### src/rtl/lwcs_pkg.sv
// Shared types, command codes and panel constants for the LCD window command stream.
// No dependencies; every other file of the block imports this package.
package lwcs_pkg;

	// Controller RAM geometry.
	localparam int RAM_COLUMNS = 240;
	localparam int RAM_ROWS    = 320;
	localparam int RAM_MAX     = (RAM_ROWS > RAM_COLUMNS) ? RAM_ROWS : RAM_COLUMNS;
	localparam int OFF_W       = $clog2(RAM_MAX + 1);

	// Panel size that gets centered offsets.
	localparam logic [8:0] ODD_SIZE = 9'd135;

	// Command queue between the front and back ends.
	localparam int QUEUE_DEPTH = 4;
	localparam int QPTR_W      = $clog2(QUEUE_DEPTH);
	localparam int QCNT_W      = $clog2(QUEUE_DEPTH + 1);

	// Request actions.
	localparam logic [2:0] ACT_FILL   = 3'd0;
	localparam logic [2:0] ACT_DRAW   = 3'd1;
	localparam logic [2:0] ACT_NEXT   = 3'd2;
	localparam logic [2:0] ACT_INVERT = 3'd3;
	localparam logic [2:0] ACT_ORIENT = 3'd4;

	// Controller commands.
	localparam logic [7:0] OP_CASET  = 8'h2A;
	localparam logic [7:0] OP_RASET  = 8'h2B;
	localparam logic [7:0] OP_RAMWR  = 8'h2C;
	localparam logic [7:0] OP_MADCTL = 8'h36;
	localparam logic [7:0] OP_INVON  = 8'h21;
	localparam logic [7:0] OP_INVOFF = 8'h20;

	// Orientation byte bits.
	localparam logic [7:0] ORI_MY  = 8'h80;
	localparam logic [7:0] ORI_MX  = 8'h40;
	localparam logic [7:0] ORI_MV  = 8'h20;
	localparam logic [7:0] ORI_BGR = 8'h08;

	// Register indexes on the configuration port.
	localparam logic [1:0] REG_PANEL_WIDTH  = 2'd0;
	localparam logic [1:0] REG_PANEL_HEIGHT = 2'd1;
	localparam logic [1:0] REG_ROTATION     = 2'd2;

	typedef struct packed {
		logic [7:0] panel_width;
		logic [8:0] panel_height;
		logic [1:0] rotation;
	} cfg_t;

	// Byte sequence that one queued descriptor expands into.
	typedef enum logic [1:0] {
		KIND_WIN,      // window header, 11 bytes
		KIND_WIN_PIX,  // window header and one pixel, 13 bytes
		KIND_PAIR,     // two bytes: hi then lo
		KIND_ONE       // one byte: hi
	} kind_t;

	typedef struct packed {
		kind_t       kind;
		logic        hi_cmd;
		logic        rect_done;
		logic [15:0] color;
		logic [15:0] sx;
		logic [15:0] ex;
		logic [15:0] sy;
		logic [15:0] ey;
	} desc_t;

endpackage

### src/rtl/lcd_window_command_stream.sv
// Top level of the LCD window command stream: configuration registers, front end,
// descriptor queue and byte serializer. Uses lwcs_pkg, lwcs_front, lwcs_queue, lwcs_back.
//
//   Channel   Direction  Beat contents
//   s_*       in         tuser: action; tdata: x, y, rect_width, rect_height, color, invert_on
//   m_*       out        tdata: byte_value; tuser: is_command, rect_done; tlast: last
//   APB       in/out     panel_width @0x0, panel_height @0x4, rotation @0x8
//
// The front end takes one request beat per cycle while the queue has room; the
// output carries one byte per cycle while the receiver is ready, so a next-pixel
// request costs two bytes, a fill header eleven, a pixel draw thirteen and an invert
// one. The output byte stream sets the sustained rate. The first byte of a request
// passes the stage register, which loads at the edge that accepts its beat, then
// the queue, then the output register.
// Reset is asynchronous and clears the handshake state, the fill counter and the
// registers to a 240 by 320 panel in rotation 0. Either side can stall without
// stopping the other until the four-entry queue fills or drains.
module lcd_window_command_stream import lwcs_pkg::*; (
	input  logic        clk,
	input  logic        arst_n,
	input  logic        s_tvalid,
	output logic        s_tready,
	// [8:0] x, [17:9] y, [26:18] rect_width, [35:27] rect_height,
	// [51:36] color, [52] invert_on, [55:53] zero
	input  logic [55:0] s_tdata,
	// [2:0] action
	input  logic [2:0]  s_tuser,
	output logic        m_tvalid,
	input  logic        m_tready,
	// [7:0] byte_value
	output logic [7:0]  m_tdata,
	// [0] is_command, [1] rect_done
	output logic [1:0]  m_tuser,
	output logic        m_tlast,
	input  logic        psel,
	input  logic        penable,
	input  logic        pwrite,
	input  logic [3:0]  paddr,
	input  logic [31:0] pwdata,
	output logic [31:0] prdata,
	output logic        pready
);

	// Configuration registers. Writes land on the access cycle; the derived
	// geometry in the front end is registered from them in the cycle after.
	cfg_t cfg_q;
	logic cfg_wr;

	assign pready = 1'b1;
	assign cfg_wr = psel && penable && pwrite && pready;

	always_ff @(posedge clk or negedge arst_n) begin
		if (!arst_n) begin
			cfg_q.panel_width  <= 8'd240;
			cfg_q.panel_height <= 9'd320;
			cfg_q.rotation     <= 2'd0;
		end else if (cfg_wr) begin
			unique case (paddr[3:2])
				REG_PANEL_WIDTH:  cfg_q.panel_width  <= pwdata[7:0];
				REG_PANEL_HEIGHT: cfg_q.panel_height <= pwdata[8:0];
				REG_ROTATION:     cfg_q.rotation     <= pwdata[1:0];
				default:          ;
			endcase
		end
	end

	always_comb begin
		unique case (paddr[3:2])
			REG_PANEL_WIDTH:  prdata = 32'(cfg_q.panel_width);
			REG_PANEL_HEIGHT: prdata = 32'(cfg_q.panel_height);
			REG_ROTATION:     prdata = 32'(cfg_q.rotation);
			default:          prdata = '0;
		endcase
	end

	// Front end to queue.
	logic  push, push_ready;
	desc_t push_desc;

	lwcs_front u_front (
		.clk         (clk),
		.arst_n      (arst_n),
		.cfg         (cfg_q),
		.in_valid    (s_tvalid),
		.in_ready    (s_tready),
		.action      (s_tuser),
		.x           (s_tdata[8:0]),
		.y           (s_tdata[17:9]),
		.rect_width  (s_tdata[26:18]),
		.rect_height (s_tdata[35:27]),
		.color       (s_tdata[51:36]),
		.invert_on   (s_tdata[52]),
		.push        (push),
		.push_desc   (push_desc),
		.push_ready  (push_ready)
	);

	// Queue to serializer.
	logic  pop, head_valid;
	desc_t head_desc;

	lwcs_queue u_queue (
		.clk        (clk),
		.arst_n     (arst_n),
		.push       (push),
		.push_desc  (push_desc),
		.push_ready (push_ready),
		.pop        (pop),
		.head_valid (head_valid),
		.head_desc  (head_desc)
	);

	lwcs_back u_back (
		.clk        (clk),
		.arst_n     (arst_n),
		.head_valid (head_valid),
		.head_desc  (head_desc),
		.pop        (pop),
		.out_valid  (m_tvalid),
		.out_ready  (m_tready),
		.byte_value (m_tdata),
		.is_command (m_tuser[0]),
		.last       (m_tlast),
		.rect_done  (m_tuser[1])
	);

`ifndef SYNTHESIS
	// The front end never pushes into a full queue.
	assert property (@(posedge clk) disable iff (!arst_n) push |-> push_ready)
		else $error("descriptor pushed into a full queue");

	// The serializer only pops a descriptor that is present.
	assert property (@(posedge clk) disable iff (!arst_n) pop |-> head_valid)
		else $error("queue popped while empty");

	// The end of a fill is flagged only on the last data byte of a run.
	assert property (@(posedge clk) disable iff (!arst_n)
		(m_tvalid && m_tuser[1]) |-> (m_tlast && !m_tuser[0]))
		else $error("rect_done outside the last data byte");

	// A beat that waits for the receiver keeps its contents.
	assert property (@(posedge clk) disable iff (!arst_n)
		(m_tvalid && !m_tready) |=> (m_tvalid && $stable({m_tdata, m_tuser, m_tlast})))
		else $error("output beat changed while stalled");
`endif

endmodule

### src/rtl/lwcs_front.sv
// Front end: accepts drawing requests, checks and clips them, keeps the fill state
// and pushes byte-sequence descriptors into the command queue. Uses lwcs_pkg.
module lwcs_front import lwcs_pkg::*; (
	input  logic        clk,
	input  logic        arst_n,
	input  cfg_t        cfg,
	input  logic        in_valid,
	output logic        in_ready,
	input  logic [2:0]  action,
	input  logic [8:0]  x,
	input  logic [8:0]  y,
	input  logic [8:0]  rect_width,
	input  logic [8:0]  rect_height,
	input  logic [15:0] color,
	input  logic        invert_on,
	output logic        push,
	output desc_t       push_desc,
	input  logic        push_ready
);

	localparam int DW = OFF_W + 1;

	// Derived screen geometry, refreshed every cycle from the registers.
	logic [8:0]       vw_q, vh_q;
	logic [OFF_W-1:0] xoff_q, yoff_q;
	logic [7:0]       ori_q;

	logic [8:0]       vw_d, vh_d;
	logic [OFF_W-1:0] xoff_d, yoff_d;
	logic [7:0]       ori_d;

	function automatic logic [OFF_W-1:0] half_sat(logic [DW-1:0] a, logic [DW-1:0] b,
	                                             logic plus);
		logic [DW-1:0] d;
		d = a - b + DW'(plus);
		if (b > a)
			return '0;
		return OFF_W'(d >> 1);
	endfunction

	always_comb begin
		logic [DW-1:0]    rc, rr, pw_e, ph_e;
		logic [OFF_W-1:0] cs, cs2, rs, rs2;
		rc   = DW'(RAM_COLUMNS);
		rr   = DW'(RAM_ROWS);
		pw_e = DW'(cfg.panel_width);
		ph_e = DW'(cfg.panel_height);
		cs   = '0;
		cs2  = '0;
		rs   = '0;
		rs2  = '0;
		if (pw_e == rc && rr >= rc)
			rs = OFF_W'(rr - rc);
		if ({1'b0, cfg.panel_width} == ODD_SIZE || cfg.panel_height == ODD_SIZE) begin
			cs  = half_sat(rc, pw_e, 1'b1);
			cs2 = half_sat(rc, pw_e, 1'b0);
			rs  = half_sat(rr, ph_e, 1'b1);
			rs2 = half_sat(rr, ph_e, 1'b0);
		end
		unique case (cfg.rotation)
			2'd0: begin
				vw_d = {1'b0, cfg.panel_width}; vh_d = cfg.panel_height;
				xoff_d = cs; yoff_d = rs; ori_d = ORI_MX | ORI_MY | ORI_BGR;
			end
			2'd1: begin
				vw_d = cfg.panel_height; vh_d = {1'b0, cfg.panel_width};
				xoff_d = rs; yoff_d = cs2; ori_d = ORI_MY | ORI_MV | ORI_BGR;
			end
			2'd2: begin
				vw_d = {1'b0, cfg.panel_width}; vh_d = cfg.panel_height;
				xoff_d = cs2; yoff_d = rs2; ori_d = ORI_BGR;
			end
			default: begin
				vw_d = cfg.panel_height; vh_d = {1'b0, cfg.panel_width};
				xoff_d = rs2; yoff_d = cs; ori_d = ORI_MX | ORI_MV | ORI_BGR;
			end
		endcase
	end

	always_ff @(posedge clk) begin
		vw_q   <= vw_d;
		vh_q   <= vh_d;
		xoff_q <= xoff_d;
		yoff_q <= yoff_d;
		ori_q  <= ori_d;
	end

	// Classification of the incoming request.
	logic        emit0, is_fill0, is_next0, hi_cmd0;
	kind_t       kind0;
	logic [8:0]  cw0, ch0;
	logic [15:0] color0;

	always_comb begin
		logic       on;
		logic [9:0] xe, ye;
		on  = (x < vw_q) && (y < vh_q);
		xe  = {1'b0, x} + {1'b0, rect_width} - 10'd1;
		ye  = {1'b0, y} + {1'b0, rect_height} - 10'd1;
		emit0    = 1'b0;
		is_fill0 = 1'b0;
		is_next0 = 1'b0;
		hi_cmd0  = 1'b0;
		kind0    = KIND_PAIR;
		cw0      = 9'd1;
		ch0      = 9'd1;
		color0   = color;
		unique case (action)
			ACT_FILL: begin
				emit0    = on && rect_width != '0 && rect_height != '0;
				is_fill0 = 1'b1;
				kind0    = KIND_WIN;
				cw0      = (xe >= {1'b0, vw_q}) ? vw_q - x : rect_width;
				ch0      = (ye >= {1'b0, vh_q}) ? vh_q - y : rect_height;
			end
			ACT_DRAW: begin
				emit0 = on;
				kind0 = KIND_WIN_PIX;
			end
			ACT_NEXT: begin
				emit0    = 1'b1;
				is_next0 = 1'b1;
			end
			ACT_INVERT: begin
				emit0   = 1'b1;
				kind0   = KIND_ONE;
				hi_cmd0 = 1'b1;
				color0  = {invert_on ? OP_INVON : OP_INVOFF, 8'h00};
			end
			ACT_ORIENT: begin
				emit0   = 1'b1;
				hi_cmd0 = 1'b1;
				color0  = {OP_MADCTL, ori_q};
			end
			default: emit0 = 1'b0;
		endcase
	end

	// Stage 1: registered request, resolved against the fill state on push.
	logic        valid_s1;
	logic        is_fill_s1, is_next_s1, hi_cmd_s1;
	kind_t       kind_s1;
	logic [8:0]  cw_s1, ch_s1;
	logic [15:0] color_s1, sx_s1, sy_s1;

	logic [16:0] pixels_left_q;
	logic [15:0] fill_color_q;

	logic        need_push, go_s1;
	logic [17:0] area;

	assign need_push = !(is_next_s1 && pixels_left_q == '0);
	assign go_s1     = !need_push || push_ready;
	assign in_ready  = !valid_s1 || go_s1;
	assign push      = valid_s1 && need_push && push_ready;
	assign area      = cw_s1 * ch_s1;

	always_ff @(posedge clk or negedge arst_n) begin
		if (!arst_n) begin
			valid_s1 <= 1'b0;
		end else if (in_ready) begin
			valid_s1 <= in_valid && emit0;
		end
	end

	always_ff @(posedge clk) begin
		if (in_ready) begin
			is_fill_s1 <= is_fill0;
			is_next_s1 <= is_next0;
			hi_cmd_s1  <= hi_cmd0;
			kind_s1    <= kind0;
			cw_s1      <= cw0;
			ch_s1      <= ch0;
			color_s1   <= color0;
			sx_s1      <= 16'(x) + 16'(xoff_q);
			sy_s1      <= 16'(y) + 16'(yoff_q);
		end
	end

	always_ff @(posedge clk or negedge arst_n) begin
		if (!arst_n) begin
			pixels_left_q <= '0;
			fill_color_q  <= '0;
		end else if (valid_s1 && go_s1) begin
			if (is_fill_s1) begin
				pixels_left_q <= area[16:0];
				fill_color_q  <= color_s1;
			end else if (is_next_s1 && pixels_left_q != '0) begin
				pixels_left_q <= pixels_left_q - 17'd1;
			end
		end
	end

	always_comb begin
		push_desc.kind      = kind_s1;
		push_desc.hi_cmd    = hi_cmd_s1;
		push_desc.rect_done = is_next_s1 && pixels_left_q == 17'd1;
		push_desc.color     = is_next_s1 ? fill_color_q : color_s1;
		push_desc.sx        = sx_s1;
		push_desc.ex        = sx_s1 + 16'(cw_s1) - 16'd1;
		push_desc.sy        = sy_s1;
		push_desc.ey        = sy_s1 + 16'(ch_s1) - 16'd1;
	end

endmodule

### src/rtl/lwcs_queue.sv
// Short descriptor queue that decouples the front end from the byte serializer.
// Uses desc_t and the depth constants of lwcs_pkg.
module lwcs_queue import lwcs_pkg::*; (
	input  logic  clk,
	input  logic  arst_n,
	input  logic  push,
	input  desc_t push_desc,
	output logic  push_ready,
	input  logic  pop,
	output logic  head_valid,
	output desc_t head_desc
);

	desc_t              mem_q [QUEUE_DEPTH];
	logic [QPTR_W-1:0]  wr_ptr_q, rd_ptr_q;
	logic [QCNT_W-1:0]  count_q;

	assign push_ready = count_q != QCNT_W'(QUEUE_DEPTH);
	assign head_valid = count_q != '0;
	assign head_desc  = mem_q[rd_ptr_q];

	always_ff @(posedge clk) begin
		if (push)
			mem_q[wr_ptr_q] <= push_desc;
	end

	always_ff @(posedge clk or negedge arst_n) begin
		if (!arst_n) begin
			wr_ptr_q <= '0;
			rd_ptr_q <= '0;
			count_q  <= '0;
		end else begin
			if (push)
				wr_ptr_q <= wr_ptr_q + QPTR_W'(1);
			if (pop)
				rd_ptr_q <= rd_ptr_q + QPTR_W'(1);
			if (push && !pop)
				count_q <= count_q + QCNT_W'(1);
			else if (pop && !push)
				count_q <= count_q - QCNT_W'(1);
		end
	end

endmodule

### src/rtl/lwcs_back.sv
// Back end: expands the queue head into command and data bytes, one per cycle
// unless stalled, via a registered output stage. Uses desc_t and command codes of lwcs_pkg.
module lwcs_back import lwcs_pkg::*; (
	input  logic       clk,
	input  logic       arst_n,
	input  logic       head_valid,
	input  desc_t      head_desc,
	output logic       pop,
	output logic       out_valid,
	input  logic       out_ready,
	output logic [7:0] byte_value,
	output logic       is_command,
	output logic       last,
	output logic       rect_done
);

	// Byte positions inside a window header and its pixel.
	localparam logic [3:0] POS_CASET = 4'd0;
	localparam logic [3:0] POS_SX_HI = 4'd1;
	localparam logic [3:0] POS_SX_LO = 4'd2;
	localparam logic [3:0] POS_EX_HI = 4'd3;
	localparam logic [3:0] POS_EX_LO = 4'd4;
	localparam logic [3:0] POS_RASET = 4'd5;
	localparam logic [3:0] POS_SY_HI = 4'd6;
	localparam logic [3:0] POS_SY_LO = 4'd7;
	localparam logic [3:0] POS_EY_HI = 4'd8;
	localparam logic [3:0] POS_EY_LO = 4'd9;
	localparam logic [3:0] POS_RAMWR = 4'd10;
	localparam logic [3:0] POS_PX_HI = 4'd11;
	localparam logic [3:0] POS_PX_LO = 4'd12;

	logic [3:0] pos_q;
	logic       valid_q;
	logic [7:0] byte_q;
	logic       cmd_q, last_q, done_q;

	logic [7:0] byte_d;
	logic       cmd_d, at_end, load;
	logic [3:0] end_pos;

	always_comb begin
		byte_d = 8'h00;
		cmd_d  = 1'b0;
		unique case (head_desc.kind)
			KIND_PAIR, KIND_ONE: begin
				end_pos = (head_desc.kind == KIND_ONE) ? 4'd0 : 4'd1;
				if (pos_q == 4'd0) begin
					byte_d = head_desc.color[15:8];
					cmd_d  = head_desc.hi_cmd;
				end else begin
					byte_d = head_desc.color[7:0];
				end
			end
			default: begin
				end_pos = (head_desc.kind == KIND_WIN) ? POS_RAMWR : POS_PX_LO;
				unique case (pos_q)
					POS_CASET: begin byte_d = OP_CASET; cmd_d = 1'b1; end
					POS_SX_HI: byte_d = head_desc.sx[15:8];
					POS_SX_LO: byte_d = head_desc.sx[7:0];
					POS_EX_HI: byte_d = head_desc.ex[15:8];
					POS_EX_LO: byte_d = head_desc.ex[7:0];
					POS_RASET: begin byte_d = OP_RASET; cmd_d = 1'b1; end
					POS_SY_HI: byte_d = head_desc.sy[15:8];
					POS_SY_LO: byte_d = head_desc.sy[7:0];
					POS_EY_HI: byte_d = head_desc.ey[15:8];
					POS_EY_LO: byte_d = head_desc.ey[7:0];
					POS_RAMWR: begin byte_d = OP_RAMWR; cmd_d = 1'b1; end
					POS_PX_HI: byte_d = head_desc.color[15:8];
					POS_PX_LO: byte_d = head_desc.color[7:0];
					default:   byte_d = 8'h00;
				endcase
			end
		endcase
	end

	assign at_end = pos_q == end_pos;
	assign load   = head_valid && (!valid_q || out_ready);
	assign pop    = load && at_end;

	always_ff @(posedge clk or negedge arst_n) begin
		if (!arst_n) begin
			valid_q <= 1'b0;
			pos_q   <= '0;
		end else begin
			if (load)
				pos_q <= at_end ? 4'd0 : pos_q + 4'd1;
			if (load)
				valid_q <= 1'b1;
			else if (out_ready)
				valid_q <= 1'b0;
		end
	end

	always_ff @(posedge clk) begin
		if (load) begin
			byte_q <= byte_d;
			cmd_q  <= cmd_d;
			last_q <= at_end;
			done_q <= at_end && head_desc.rect_done;
		end
	end

	assign out_valid  = valid_q;
	assign byte_value = byte_q;
	assign is_command = cmd_q;
	assign last       = last_q;
	assign rect_done  = done_q;

endmodule
### config.mk
export PLATFORM = sky130hd
export DESIGN_NAME = lcd_window_command_stream
export DESIGN_NICKNAME = d
export VERILOG_FILES = /design/src/rtl/lwcs_pkg.sv /design/src/rtl/lcd_window_command_stream.sv /design/src/rtl/lwcs_front.sv /design/src/rtl/lwcs_queue.sv /design/src/rtl/lwcs_back.sv
export SDC_FILE = /design/constraint.sdc
export NUM_CORES = 1
export LEC_CHECK = 0
export BUFFER_PORTS_ARGS = -buffer_cell sky130_fd_sc_hd__buf_2
export CORE_ASPECT_RATIO = 0.9
export CORE_UTILIZATION = 55
export DETAILED_ROUTE_END_ITERATION = 8
export PLACE_DENSITY = 0.73
export SLEW_MARGIN = 15
export SYNTH_ARGS = -nofsm -noshare
export SYNTH_HDL_FRONTEND = slang
export SYNTH_SLANG_ARGS = --single-unit
### constraint.sdc
create_clock -name clk -period 4.8 [get_ports clk]
set_input_delay 1.44 -clock clk [delete_from_list [all_inputs] [get_ports clk]]
set_output_delay 1.44 -clock clk [all_outputs]
set_load 0.005 [all_outputs]
# [After elaboration in Yosys (flattened, before gate mapping)]
# Memory sizes are Yosys's and may differ from the RTL's.
# Index checks and enable logic that the tools add are counted.
[classes] n_lt_le_gt_ge=6 n_reduce_logical=49 mul=1 n_mux=49 add_sub_neg=22 eq_ne=28
[ops] cell="9-bit 2-to-1 mux" count=12
[ops] cell="8-bit one-hot mux with 13 select lines" count=1
[ops] cell="9-bit one-hot mux with 3 select lines" count=3
[ops] cell="9-bit by 9-bit adder with 10-bit output" count=4
[ops] cell="17-bit 2-to-1 mux" count=2
[ops] cell="16-bit by 9-bit adder with 16-bit output" count=2
[ops] cell="8-bit 2-to-1 mux" count=4
[ops] cell="16-bit one-hot mux with 2 select lines" count=1
[ops] cell="16-bit by 1-bit subtractor with 16-bit output, second input constant" count=2
[ops] cell="8-bit one-hot mux with 3 select lines" count=1
[ops] cell="10-bit by 1-bit adder with 10-bit output, second input constant" count=2
[ops] cell="4-bit == test, second input constant" count=5
[ops] cell="10-bit by 9-bit >= comparator with 1-bit output" count=2
[ops] cell="10-bit by 1-bit subtractor with 10-bit output, second input constant" count=2
[ops] cell="9-bit less-than comparator" count=2
[ops] cell="9-bit nonzero test" count=2
[ops] cell="9-bit subtractor" count=2
[ops] cell="17-bit by 1-bit == test with 1-bit output, second input constant" count=1
[ops] cell="1-bit logical AND" count=17
[ops] cell="17-bit logical NOT" count=1
[ops] cell="9-bit by 9-bit multiplier with 17-bit output" count=1
[ops] cell="17-bit nonzero test" count=1
[ops] cell="17-bit by 1-bit subtractor with 17-bit output, second input constant" count=1
[ops] cell="4-bit by 3-bit == test with 1-bit output, second input constant" count=4
[ops] cell="36 further kinds" count=80
[totals] input_bits=102 word_cells=187 ramBits=336 memories=1 output_inout_bits=46 register_bits=191
[memory_table] name="u_queue.mem_q" depth=4 width=84 read_ports=1 rd_clocked_by_memory_dff=0 wr=1 line="lwcs_queue.sv:14" rtl="desc_t mem_q [QUEUE_DEPTH];"

# [Longest topological paths before layout]
# Gate-level depths: netlist (run 1).
[depth] ltp_word=9 mapped_depth=18 depth_no_buf=17

# [By module]
# A second synthesis (run 1) with hierarchy kept.
[hier_totals] hier_cells=2272 hier_area_um2=28442.3
[modules_own_cells] mod="lwcs_front" n_inst=1 area_per_inst_um2=13203.9 seq_area_each_um2=3403.3 cells_per_inst=1534
[modules_own_cells] mod="lwcs_queue" n_inst=1 area_per_inst_um2=12555.8 seq_area_each_um2=10264.8 cells_per_inst=474
[modules_own_cells] mod="lwcs_back" n_inst=1 area_per_inst_um2=1594.0 seq_area_each_um2=455.4 cells_per_inst=173
[modules_own_cells] mod="lcd_window_command_stream" n_inst=1 area_per_inst_um2=1088.5 seq_area_each_um2=483.0 cells_per_inst=91

# [Worst setup path before layout (run 1)]
# OpenSTA, ideal clock, no wires.
[synth_timing] path_type="input-to-reg" startpoint="in s_tdata[10]" endpoint="reg u_front.ch_s1[1] (data pin)" path_buffers=0 required_ns=4.539 arrival_ns=4.499 setup_time_ns=0.261 setup_slack_ns=0.040 cell_stages=16 path_cell_list="inv_1 -> ha_1 -> inv_1 -> ha_1 -> fa_1 -> a21o_1 -> a21oi_1 -> o21bai_1 -> a21oi_1 -> xnor2_1 -> ha_1 -> and3_1 -> a21oi_1 -> nor4b_1 -> nand3_1 -> o311a_1"
[synth_between] elab_chain_cells=4 word_cells_on_any_way=5 classes_between="3 x add/sub; 1 x order compare; 1 x mux"
[synth_rtl] item="start, declared" line="lcd_window_command_stream.sv:25" rtl="input logic [55:0] s_tdata,"
[synth_rtl] item="9-bit by 9-bit adder with 10-bit output" line="lwcs_front.sv:99" rtl="ye = {1'b0, y} + {1'b0, rect_height} - 10'd1;"
[synth_rtl] item="10-bit by 1-bit subtractor with 10-bit output" line="lwcs_front.sv:99"
[synth_rtl] item="10-bit by 9-bit >= comparator with 1-bit output" line="lwcs_front.sv:114" rtl="ch0 = (ye >= {1'b0, vh_q}) ? vh_q - y : rect_height;"
[synth_rtl] item="9-bit 2-to-1 mux *" line="lwcs_front.sv:114"
[synth_rtl] item="end signal, assigned" line="lwcs_front.sv:173" rtl="ch_s1 <= ch0;"
[synth_rtl] item="end, declared" line="lwcs_front.sv:143" rtl="logic [8:0] cw_s1, ch_s1;"
# Mark *: on every way between the ends. The rest lies on a longest branch, timed or not.
# A chain may end at the register's enable or synchronous reset.

# [Final worst setup path (run 1)]
[layout_timing] startpoint="reg u_front.ch_s1[5]" endpoint="reg u_front.pixels_left_q[15]"
[layout_between] elab_chain_cells=2
[layout_rtl] item="9-bit by 9-bit multiplier with 17-bit output" line="lwcs_front.sv:156" rtl="assign area = cw_s1 * ch_s1;"
[layout_rtl] item="17-bit 2-to-1 mux" line="lwcs_front.sv:185" rtl="if (is_fill_s1) begin"
[layout_rtl] item="end signal, assigned" line="lwcs_front.sv:186" rtl="pixels_left_q <= area[16:0];"
[layout_rtl] item="end signal, assigned" line="lwcs_front.sv:189" rtl="pixels_left_q <= pixels_left_q - 17'd1;"
[layout_rtl] item="end, declared" line="lwcs_front.sv:146" rtl="logic [16:0] pixels_left_q;"
# No other way between the ends.

==> results of run 1 <==
cell type report:
cell class                 count  area, sq um
timing repair buffer         177         1090
fill                        3724        18100
multi-input combinational   1433        12100
clock buffer                  65         1370
inverter                     291         1090
tap                          624          781
clock inverter                25          215
antenna                        1         2.50
sequential                   462        13200
what timing repair did:
action,in CTS,in global routing
setup endpoints to repair,0,12
resized for setup,0,7
setup buffers,0,5
endpoints found under the hold margin,0,0
per-layer routing:
| metal | vias up | global-route usage, % | wire [microns] |
|---|---|---|---|
| met1 | 9117 | 36.4 | 27700 |
| met5 | - | 0 | 0 |
| li1 | 8469 | - | - |
| met2 | 743 | 43.4 | 30300 |
| met3 | 141 | 5.05 | 4950 |
| met4 | 0 | 11.5 | 2780 |
logic make-up after synthesis:
| group | share of synthesized area [%] |
|---|---|
| other | 0.0280 |
| flip-flops | 49.2 |
| buffers and inverters | 6.08 |
| adder cells (fa/ha/maj) | 13.0 |
| XOR/XNOR | 2.45 |
| AO/OA/AOI/OAI | 10.3 |
| multiplexers | 9.18 |
| AND/OR/NAND/NOR | 9.83 |
worst max path at each step:
stage,slack (ns),to
after CTS,0.08,u_front.ch_s1[8]
after detailed placement,-0.54,u_front.ch_s1[8]
after floorplan,0.04,u_front.ch_s1[1]
after global routing,-0.04,u_front.pixels_left_q[15]
after global placement,-0.42,u_front.ch_s1[8]
final,0.19,u_front.pixels_left_q[15]
tightest hold or removal path: stages, from the launching register on:
cell                      delay [ns]
sky130_fd_sc_hd__dfrtp_1        0.36
sky130_fd_sc_hd__nand2_1        0.05
sky130_fd_sc_hd__nand2_1        0.04
synth_stat cells, types with 6 or more instances:
cell type and n:
sky130_fd_sc_hd__a211oi_1 16, sky130_fd_sc_hd__a21boi_0 10, sky130_fd_sc_hd__a21o_1 21, sky130_fd_sc_hd__a21oi_1 91
sky130_fd_sc_hd__a221oi_1 13, sky130_fd_sc_hd__a22oi_1 15, sky130_fd_sc_hd__a32oi_1 10, sky130_fd_sc_hd__and2_1 17
sky130_fd_sc_hd__and3_1 15, sky130_fd_sc_hd__buf_2 15, sky130_fd_sc_hd__buf_4 28, sky130_fd_sc_hd__clkbuf_1 61
sky130_fd_sc_hd__dfrtp_1 59, sky130_fd_sc_hd__dfstp_2 6, sky130_fd_sc_hd__dfxtp_1 39, sky130_fd_sc_hd__edfxtp_1 358
sky130_fd_sc_hd__fa_1 58, sky130_fd_sc_hd__ha_1 185, sky130_fd_sc_hd__inv_1 287, sky130_fd_sc_hd__mux2_2 61
sky130_fd_sc_hd__mux2i_1 15, sky130_fd_sc_hd__mux4_2 72, sky130_fd_sc_hd__nand2_1 123, sky130_fd_sc_hd__nand2b_1 12
sky130_fd_sc_hd__nand3_1 36, sky130_fd_sc_hd__nand4_1 16, sky130_fd_sc_hd__nand4b_1 6, sky130_fd_sc_hd__nor2_1 160
sky130_fd_sc_hd__nor2b_1 36, sky130_fd_sc_hd__nor3_1 39, sky130_fd_sc_hd__nor4_1 7, sky130_fd_sc_hd__nor4b_1 6
sky130_fd_sc_hd__o211ai_1 11, sky130_fd_sc_hd__o21a_1 13, sky130_fd_sc_hd__o21ai_0 115, sky130_fd_sc_hd__o21bai_1 6
sky130_fd_sc_hd__o22ai_1 11, sky130_fd_sc_hd__o31a_1 6, sky130_fd_sc_hd__o31ai_1 8, sky130_fd_sc_hd__o32ai_1 6
sky130_fd_sc_hd__or2_2 6, sky130_fd_sc_hd__or3_1 15, sky130_fd_sc_hd__xnor2_1 53, sky130_fd_sc_hd__xor2_1 22
cells in the final DEF (no fill, tap or decap), types with 12 or more instances in the layout:
| cell | instances |
|---|---|
| sky130_fd_sc_hd__o21a_1 | 13 |
| sky130_fd_sc_hd__xnor2_1 | 53 |
| sky130_fd_sc_hd__nor3_1 | 39 |
| sky130_fd_sc_hd__nand2_1 | 122 |
| sky130_fd_sc_hd__a221oi_1 | 13 |
| sky130_fd_sc_hd__xor2_1 | 22 |
| sky130_fd_sc_hd__nand3_1 | 36 |
| sky130_fd_sc_hd__mux2_2 | 61 |
| sky130_fd_sc_hd__fa_1 | 58 |
| sky130_fd_sc_hd__a22oi_1 | 15 |
| sky130_fd_sc_hd__clkbuf_16 | 49 |
| sky130_fd_sc_hd__and2_1 | 13 |
| sky130_fd_sc_hd__nand2b_1 | 12 |
| sky130_fd_sc_hd__a211oi_1 | 16 |
| sky130_fd_sc_hd__nand4_1 | 16 |
| sky130_fd_sc_hd__mux2i_1 | 15 |
| sky130_fd_sc_hd__buf_4 | 83 |
| sky130_fd_sc_hd__conb_1 | 24 |
| sky130_fd_sc_hd__edfxtp_1 | 358 |
| sky130_fd_sc_hd__and3_1 | 15 |
| sky130_fd_sc_hd__inv_1 | 286 |
| sky130_fd_sc_hd__mux4_2 | 72 |
| sky130_fd_sc_hd__nor2b_1 | 36 |
| sky130_fd_sc_hd__ha_1 | 185 |
| sky130_fd_sc_hd__o21ai_0 | 114 |
| sky130_fd_sc_hd__dfxtp_1 | 39 |
| sky130_fd_sc_hd__buf_2 | 94 |
| sky130_fd_sc_hd__dfrtp_1 | 57 |
| sky130_fd_sc_hd__or3_1 | 15 |
| sky130_fd_sc_hd__a21oi_1 | 90 |
| sky130_fd_sc_hd__a21o_1 | 21 |
| sky130_fd_sc_hd__nor2_1 | 160 |
registers in the layout, indices dropped and copies added (netlist names), 8 cells and up:
signal / count
cfg_q: 19
u_front.cw_s1: 9
u_front.ch_s1: 9
u_queue.mem_q: 288
u_front.sx_s1: 10
u_front.vw_q: 9
u_front.vh_q: 9
u_front.color_s1: 16
u_back.byte_value: 8
u_front.fill_color_q: 16
u_front.pixels_left_q: 17
u_front.sy_s1: 10
u_front.yoff_q: 9
u_front.xoff_q: 9
stage by stage:
stage               power [mW]  setup TNS, ns
CTS                       15.6              0
global route              16.5        -0.0595
finish                    15.7              0
global placement          11.7          -3.76
detailed placement        11.9          -5.03
floorplan                 10.1              0
power breakdown:
part	leakage (nW)	total, mW	switching [mW]	internal (mW)
combinational	6.85	5.89	3.47	2.41
sequential	4.45	6.06	0.577	5.48
clock	0.774	3.71	1.58	2.13
total	12.1	15.7	5.63	10.0
==> out/summary.json, run 1 <==
{
  "status": "completed",
  "dp.final_hpwl_microns": 48300,
  "die_area_sq_um": 49600,
  "drt-initial-drc-count": 1561,
  "path_depth": 16,
  "timing.final.crit_period_ns": 4.61,
  "first_global_vias": 18300,
  "clock.fmax_mhz": 217,
  "synth.lib_cells_used.distinct": 92,
  "report.final.setup_viol": 0,
  "post_synth.cell_area_avg_sq_um": 11.8,
  "power_density_nw_per_um2": 525,
  "clock_insertion_delay_worst_skew_ns": 0.59,
  "min_path_type": "reg -> reg",
  "endpoint_kind": "flip-flop",
  "final_min_period_over_clock_period_pct": 96.0,
  "synth.yosys.warnings": 0,
  "crit_path_start": "u_front.ch_s1[5]",
  "synth_top_area_share_pct": 40.1,
  "crit_top_cell": "sky130_fd_sc_hd__fa_1",
  "ctsHoldBuffers": 0,
  "floorplan.io_pins": 148,
  "grt_first_pass_wirelength_microns": 103000,
  "cpMaxStageDelayCell": "sky130_fd_sc_hd__fa_1",
  "antenna_violations_before_repair": 1,
  "post-synth-top-area-cell": "sky130_fd_sc_hd__edfxtp_1",
  "grt_overflow": 0,
  "die_w_microns": 235,
  "rrSetupSlack_ns": 0.19,
  "cp_num_buf_inv": 4,
  "highest_cell_delay_on_the_worst_timing_path_ns": 0.55,
  "final_cells": 3078,
  "drc": 0,
  "cts-buffers-inserted": 48,
  "post_route_cells_drive_above_1_share_pct": 17.6,
  "crit_path_cell_trace": "inv_2 -> buf_4 -> nor2_1 -> fa_1 -> fa_1 -> inv_1 -> fa_1 -> fa_1 -> inv_1 -> ha_1 -> o21ai_0 -> o211ai_1 -> nand4_1 -> and3_1 -> o21ai_0 -> o211ai_1",
  "synth-main-ff-cell": "sky130_fd_sc_hd__edfxtp_1",
  "worst-endpoint-required_ns": 5.23,
  "timing.reg2reg.worst_path_depth": 16,
  "hold_path_end": "u_back.out_valid",
  "critical_path_class": "reg -> reg",
  "placer_s_final_routability_congestion_estimate": 0.944,
  "tritoncts": "built",
  "worstReg2RegEnd": "u_front.pixels_left_q[15]",
  "final.hold.worst_slack_ns": 0.491,
  "post-place-ws_ns": -0.536,
  "coreArea_sq_um": 47900,
  "routed_wire_length_per_instance_microns": 21.4,
  "min_from": "u_back.out_valid",
  "timing.rr.start": "u_front.ch_s1[5]",
  "drt_pre_antenna_iters": 7,
  "postSynthRegisterBits": 462,
  "post_dp_cell_area_sq_um": 28200,
  "postLayoutCellArea_sq_um": 29800,
  "fin_nets": 2758,
  "post_synth_instance_area_sq_um": 26800,
  "max-vdd-ir-drop_uv": 338,
  "critical_path.startpoint_type": "flip-flop",
  "slew_headroom_pct": 26.9,
  "timing_worst_slew_pin_value_ns": 1.10,
  "antenna_violating_nets_post_route": 0,
  "post_synth_inst_count": 2270,
  "total_routed_wirelength_microns": 65700,
  "start_util_pct": 55.9,
  "place.port_buffers": 95,
  "fin_skew_ns": 0.0158,
  "hold_viol": 0,
  "sequential_fraction_of_the_synthesis_area_pct": 49.2,
  "min_path_cells": 2,
  "cp_data_arrival_time_ns": 5.04,
  "finish.utilization_pct": 62.2,
  "placed_cells": 2982,
  "syn_to_final_growth_pct": 11.4,
  "clock_tree.buffer_depth": 3,
  "grt_start_max_net_pins": 66,
  "critPathMaxFanout": 4,
  "max_cap_violations": 0,
  "rows": 76,
  "async_reset_ff_share_pct": 14.1,
  "yosys-top-cells-area": "sky130_fd_sc_hd__edfxtp_1 (40%), sky130_fd_sc_hd__ha_1 (8.6%), sky130_fd_sc_hd__mux4_2 (6.1%)",
  "detail_route.vias_per_cell": 6.00,
  "power_leakage_nw": 12.1,
  "synth_enable_flop_cells": 358,
  "die_h_microns": 211,
  "routed_via_count": 18500,
  "crit_family": "adder cells",
  "cts_sinks": 462,
  "layout_setup_ws_ns": 0.192,
  "maxSlewViolCount": 0,
  "root_buffer": "sky130_fd_sc_hd__clkbuf_16",
  "grtUsageTotal_pct": 27.0,
  "worst_setup_hold_path_clk_slew_ns": 0.06,
  "cts_htree_levels": 2
}
(Power assumes the default switching activity.)
==> inputs of run 2 (changes only) <==
--- a/config.mk
+++ b/config.mk
@@ -6,10 +6,13 @@
 export NUM_CORES = 1
 export LEC_CHECK = 0
 export BUFFER_PORTS_ARGS = -buffer_cell sky130_fd_sc_hd__buf_2
+export CELL_PAD_IN_SITES_DETAIL_PLACEMENT = 0
+export CELL_PAD_IN_SITES_GLOBAL_PLACEMENT = 1
 export CORE_ASPECT_RATIO = 0.9
-export CORE_UTILIZATION = 55
+export CORE_MARGIN = 2
+export CORE_UTILIZATION = 35
 export DETAILED_ROUTE_END_ITERATION = 8
-export PLACE_DENSITY = 0.73
+export PLACE_DENSITY_LB_ADDON = 0.1
 export SLEW_MARGIN = 15
 export SYNTH_ARGS = -nofsm -noshare
 export SYNTH_HDL_FRONTEND = slang
==> run 2 against run 1 <==
Effect of this change:
- critical path depth down 1
- sequential share of layout area down 1.2 points
- clock skew up 0.033 ns
- worst setup slack better by 0.022 ns
- utilization down 22 points
- die area up 59%
- total power up 2.3%
- non-clock buffer count up 16
- combinational power up 1%
- clock power up 6.7%
- worst hold slack worse by 0.0090 ns
- largest cell class unchanged
- largest power group unchanged
==> out/summary.json, run 2 (same netlist as run 1, synthesis figures left out) <==
{
  "cts_htree_levels": 2,
  "floorplan.io_pins": 148,
  "cts-buffers-inserted": 52,
  "cp_num_buf_inv": 4,
  "route.layer.met1.wl_microns": 35000,
  "die_w_microns": 296,
  "syn_to_final_growth_pct": 14.4,
  "largest_register": "u_queue.mem_q",
  "layout.cells.most_common": "sky130_fd_sc_hd__edfxtp_1",
  "worst-endpoint-required_ns": 5.29,
  "hold_path_end": "u_back.out_valid",
  "antenna_violations_before_repair": 1,
  "grt_overflow": 0,
  "critical_path_class": "reg -> reg",
  "drt-initial-drc-count": 1184,
  "power_density_nw_per_um2": 523,
  "insertedDiodeCount": 0,
  "grt_first_pass_wirelength_microns": 113000,
  "max_cap_violations": 0,
  "clock_tree.buffer_depth": 3,
  "detail_route.vias_per_cell": 5.07,
  "total_routed_wirelength_microns": 74200,
  "final.hold.worst_slack_ns": 0.482,
  "ctsHoldBuffers": 0,
  "power_leakage_nw": 12.2,
  "switching_power_mw": 5.77,
  "cp_data_arrival_time_ns": 5.07,
  "crit_top_cell": "sky130_fd_sc_hd__fa_1",
  "dp.final_hpwl_microns": 55300,
  "critical_path.startpoint_type": "flip-flop",
  "critPathMaxFanout": 8,
  "timing.reg2reg.worst_path_depth": 15,
  "routed_via_count": 17800,
  "layout_setup_ws_ns": 0.214,
  "power.switching_fraction_pct": 36.0,
  "cpMaxStageDelayCell": "sky130_fd_sc_hd__fa_1",
  "cts_sinks": 462,
  "largest_register_ff_count": 288,
  "highest-signal-layer": "met4",
  "drc": 0,
  "clock.fmax_mhz": 218,
  "final_min_period_over_clock_period_pct": 95.5,
  "drt_pre_antenna_iters": 7,
  "highest_cell_delay_on_the_worst_timing_path_ns": 0.56,
  "slew_headroom_pct": 26.6,
  "rsz0062_at_grt": "false",
  "fin_nets": 2778,
  "clk_network_pwr_share_pct": 24.7,
  "antenna_violating_nets_post_route": 0,
  "place.port_buffers": 95,
  "worst_setup_hold_path_clk_slew_ns": 0.06,
  "report.final.setup_viol": 0,
  "min_path_cells": 2,
  "met2RoutedLength_microns": 34400,
  "intPower_mw": 10.2,
  "die_area_sq_um": 78800,
  "grt_start_max_net_pins": 66,
  "maxSlewViolCount": 0,
  "routed_wire_length_per_instance_microns": 21.2,
  "coreArea_sq_um": 76000,
  "crit_family": "adder cells",
  "max-vdd-ir-drop_uv": 375,
  "met3WireLength_microns": 2710,
  "post_route_cells_drive_above_1_share_pct": 18.5,
  "timing.final.crit_period_ns": 4.59,
  "fin_skew_ns": 0.0487,
  "endpoint_kind": "flip-flop",
  "start_util_pct": 35.2,
  "worstReg2RegEnd": "u_front.pixels_left_q[13]",
  "min_path_type": "reg -> reg",
  "power_frac_seq_pct": 38.1,
  "die_h_microns": 266,
  "crit_path_cell_trace": "clkinvlp_4 -> nor2_1 -> fa_1 -> fa_1 -> fa_1 -> inv_1 -> fa_1 -> inv_1 -> ha_1 -> nor3_1 -> o211ai_1 -> buf_4 -> a41oi_1 -> xnor2_1 -> a221o_1",
  "top_regs": "u_queue.mem_q (288), cfg_q (19), u_front.pixels_left_q (17)",
  "post-place-ws_ns": -0.299,
  "grtUsageTotal_pct": 19.1,
  "rows": 96,
  "timing_worst_slew_pin_value_ns": 1.10,
  "timing.rr.start": "u_front.ch_s1[4]",
  "clock_insertion_delay_worst_skew_ns": 0.61,
  "status": "completed",
  "tritoncts": "built",
  "first_global_vias": 18400,
  "placer_s_final_routability_congestion_estimate": 0.858,
  "min_from": "u_back.out_valid",
  "rrSetupSlack_ns": 0.21,
  "most-common-layout-cells": "sky130_fd_sc_hd__edfxtp_1 (358), sky130_fd_sc_hd__inv_1 (283), sky130_fd_sc_hd__ha_1 (185), sky130_fd_sc_hd__nor2_1 (159), sky130_fd_sc_hd__nand2_1 (122)",
  "power.share.combinational_pct": 37.2,
  "root_buffer": "sky130_fd_sc_hd__clkbuf_16",
  "hold_viol": 0
}
==> run 2: worst max-delay path by stage <==
stage,cells after the start,end,slack (ns),from
6_report,15,u_front.pixels_left_q[13],0.21,u_front.ch_s1[4]
5_1_grt,16,u_front.pixels_left_q[15],0.0005,u_front.ch_s1[5]
4_1_cts,15,u_front.pixels_left_q[12],0.19,u_front.ch_s1[4]
3_5_place_dp,19,u_front.ch_s1[8],-0.30,s_tdata[10]
3_3_place_gp,19,u_front.ch_s1[8],-0.30,s_tdata[28]
2_1_floorplan,16,u_front.ch_s1[1],0.04,s_tdata[10]
==> run 2: timing repair <==
| action | CTS | global route |
|---|---|---|
| resized for setup | 0 | 8 |
| setup buffers | 0 | 5 |
| endpoints found under the setup margin | 0 | 10 |
==> run 2: power groups by stage <==
| stage | clock, mW | sequential (mW) | combinational, mW |
|---|---|---|---|
| 3_5_place_dp | 0 | 6.20 | 5.98 |
| 5_1_grt | 4.24 | 6.20 | 6.62 |
| 6_report | 3.96 | 6.10 | 5.95 |
| 2_1_floorplan | 0 | 5.82 | 4.25 |
| 3_3_place_gp | 0 | 6.16 | 5.92 |
| 4_1_cts | 4.09 | 6.12 | 6.01 |
==> run 2: worst reg2reg max path: stages (launching register included) <==
cell                         delay [ns]
sky130_fd_sc_hd__edfxtp_1          0.43
sky130_fd_sc_hd__clkinvlp_4        0.26
sky130_fd_sc_hd__nor2_1            0.20
sky130_fd_sc_hd__fa_1              0.45
sky130_fd_sc_hd__fa_1              0.52
sky130_fd_sc_hd__fa_1              0.56
sky130_fd_sc_hd__inv_1             0.06
sky130_fd_sc_hd__fa_1              0.53
sky130_fd_sc_hd__inv_1             0.04
sky130_fd_sc_hd__ha_1              0.20
sky130_fd_sc_hd__nor3_1            0.25
sky130_fd_sc_hd__o211ai_1          0.18
sky130_fd_sc_hd__buf_4             0.16
sky130_fd_sc_hd__a41oi_1           0.24
sky130_fd_sc_hd__xnor2_1           0.12
sky130_fd_sc_hd__a221o_1           0.29
==> run 2: routing by layer <==
| metal | track usage (%) | up-vias |
|---|---|---|
| met4 | 5.67 | 0 |
| met3 | 2.36 | 93 |
| met5 | 0 | - |
| met1 | 26.6 | 8816 |
| li1 | - | 8517 |
| met2 | 31.1 | 355 |
==> run 2: metrics by stage <==
| stage | power, mW | util, % | setup TNS, ns | cells | instance area, sq um |
|---|---|---|---|---|---|
| after floorplan | 10.1 | - | 0 | 2292 | 26900 |
| after global placement | 12.1 | 38.0 | -3.25 | 3403 | 28900 |
| after detailed placement | 12.2 | 38.0 | -3.35 | 3403 | 28900 |
| after CTS | 16.2 | 40.2 | 0 | 3501 | 30600 |
| after global routing | 17.1 | 40.3 | 0 | 3506 | 30600 |
| final | 16.0 | 40.3 | 0 | 3506 | 30600 |
==> run 2: final cells by class <==
class,instances,area [sq um]
fill,7369,45400
sequential,462,13200
multi-input combinational,1433,12100
clock buffer,75,1480
tap,1029,1290
timing repair buffer,193,1250
inverter,291,1100
clock inverter,23,244
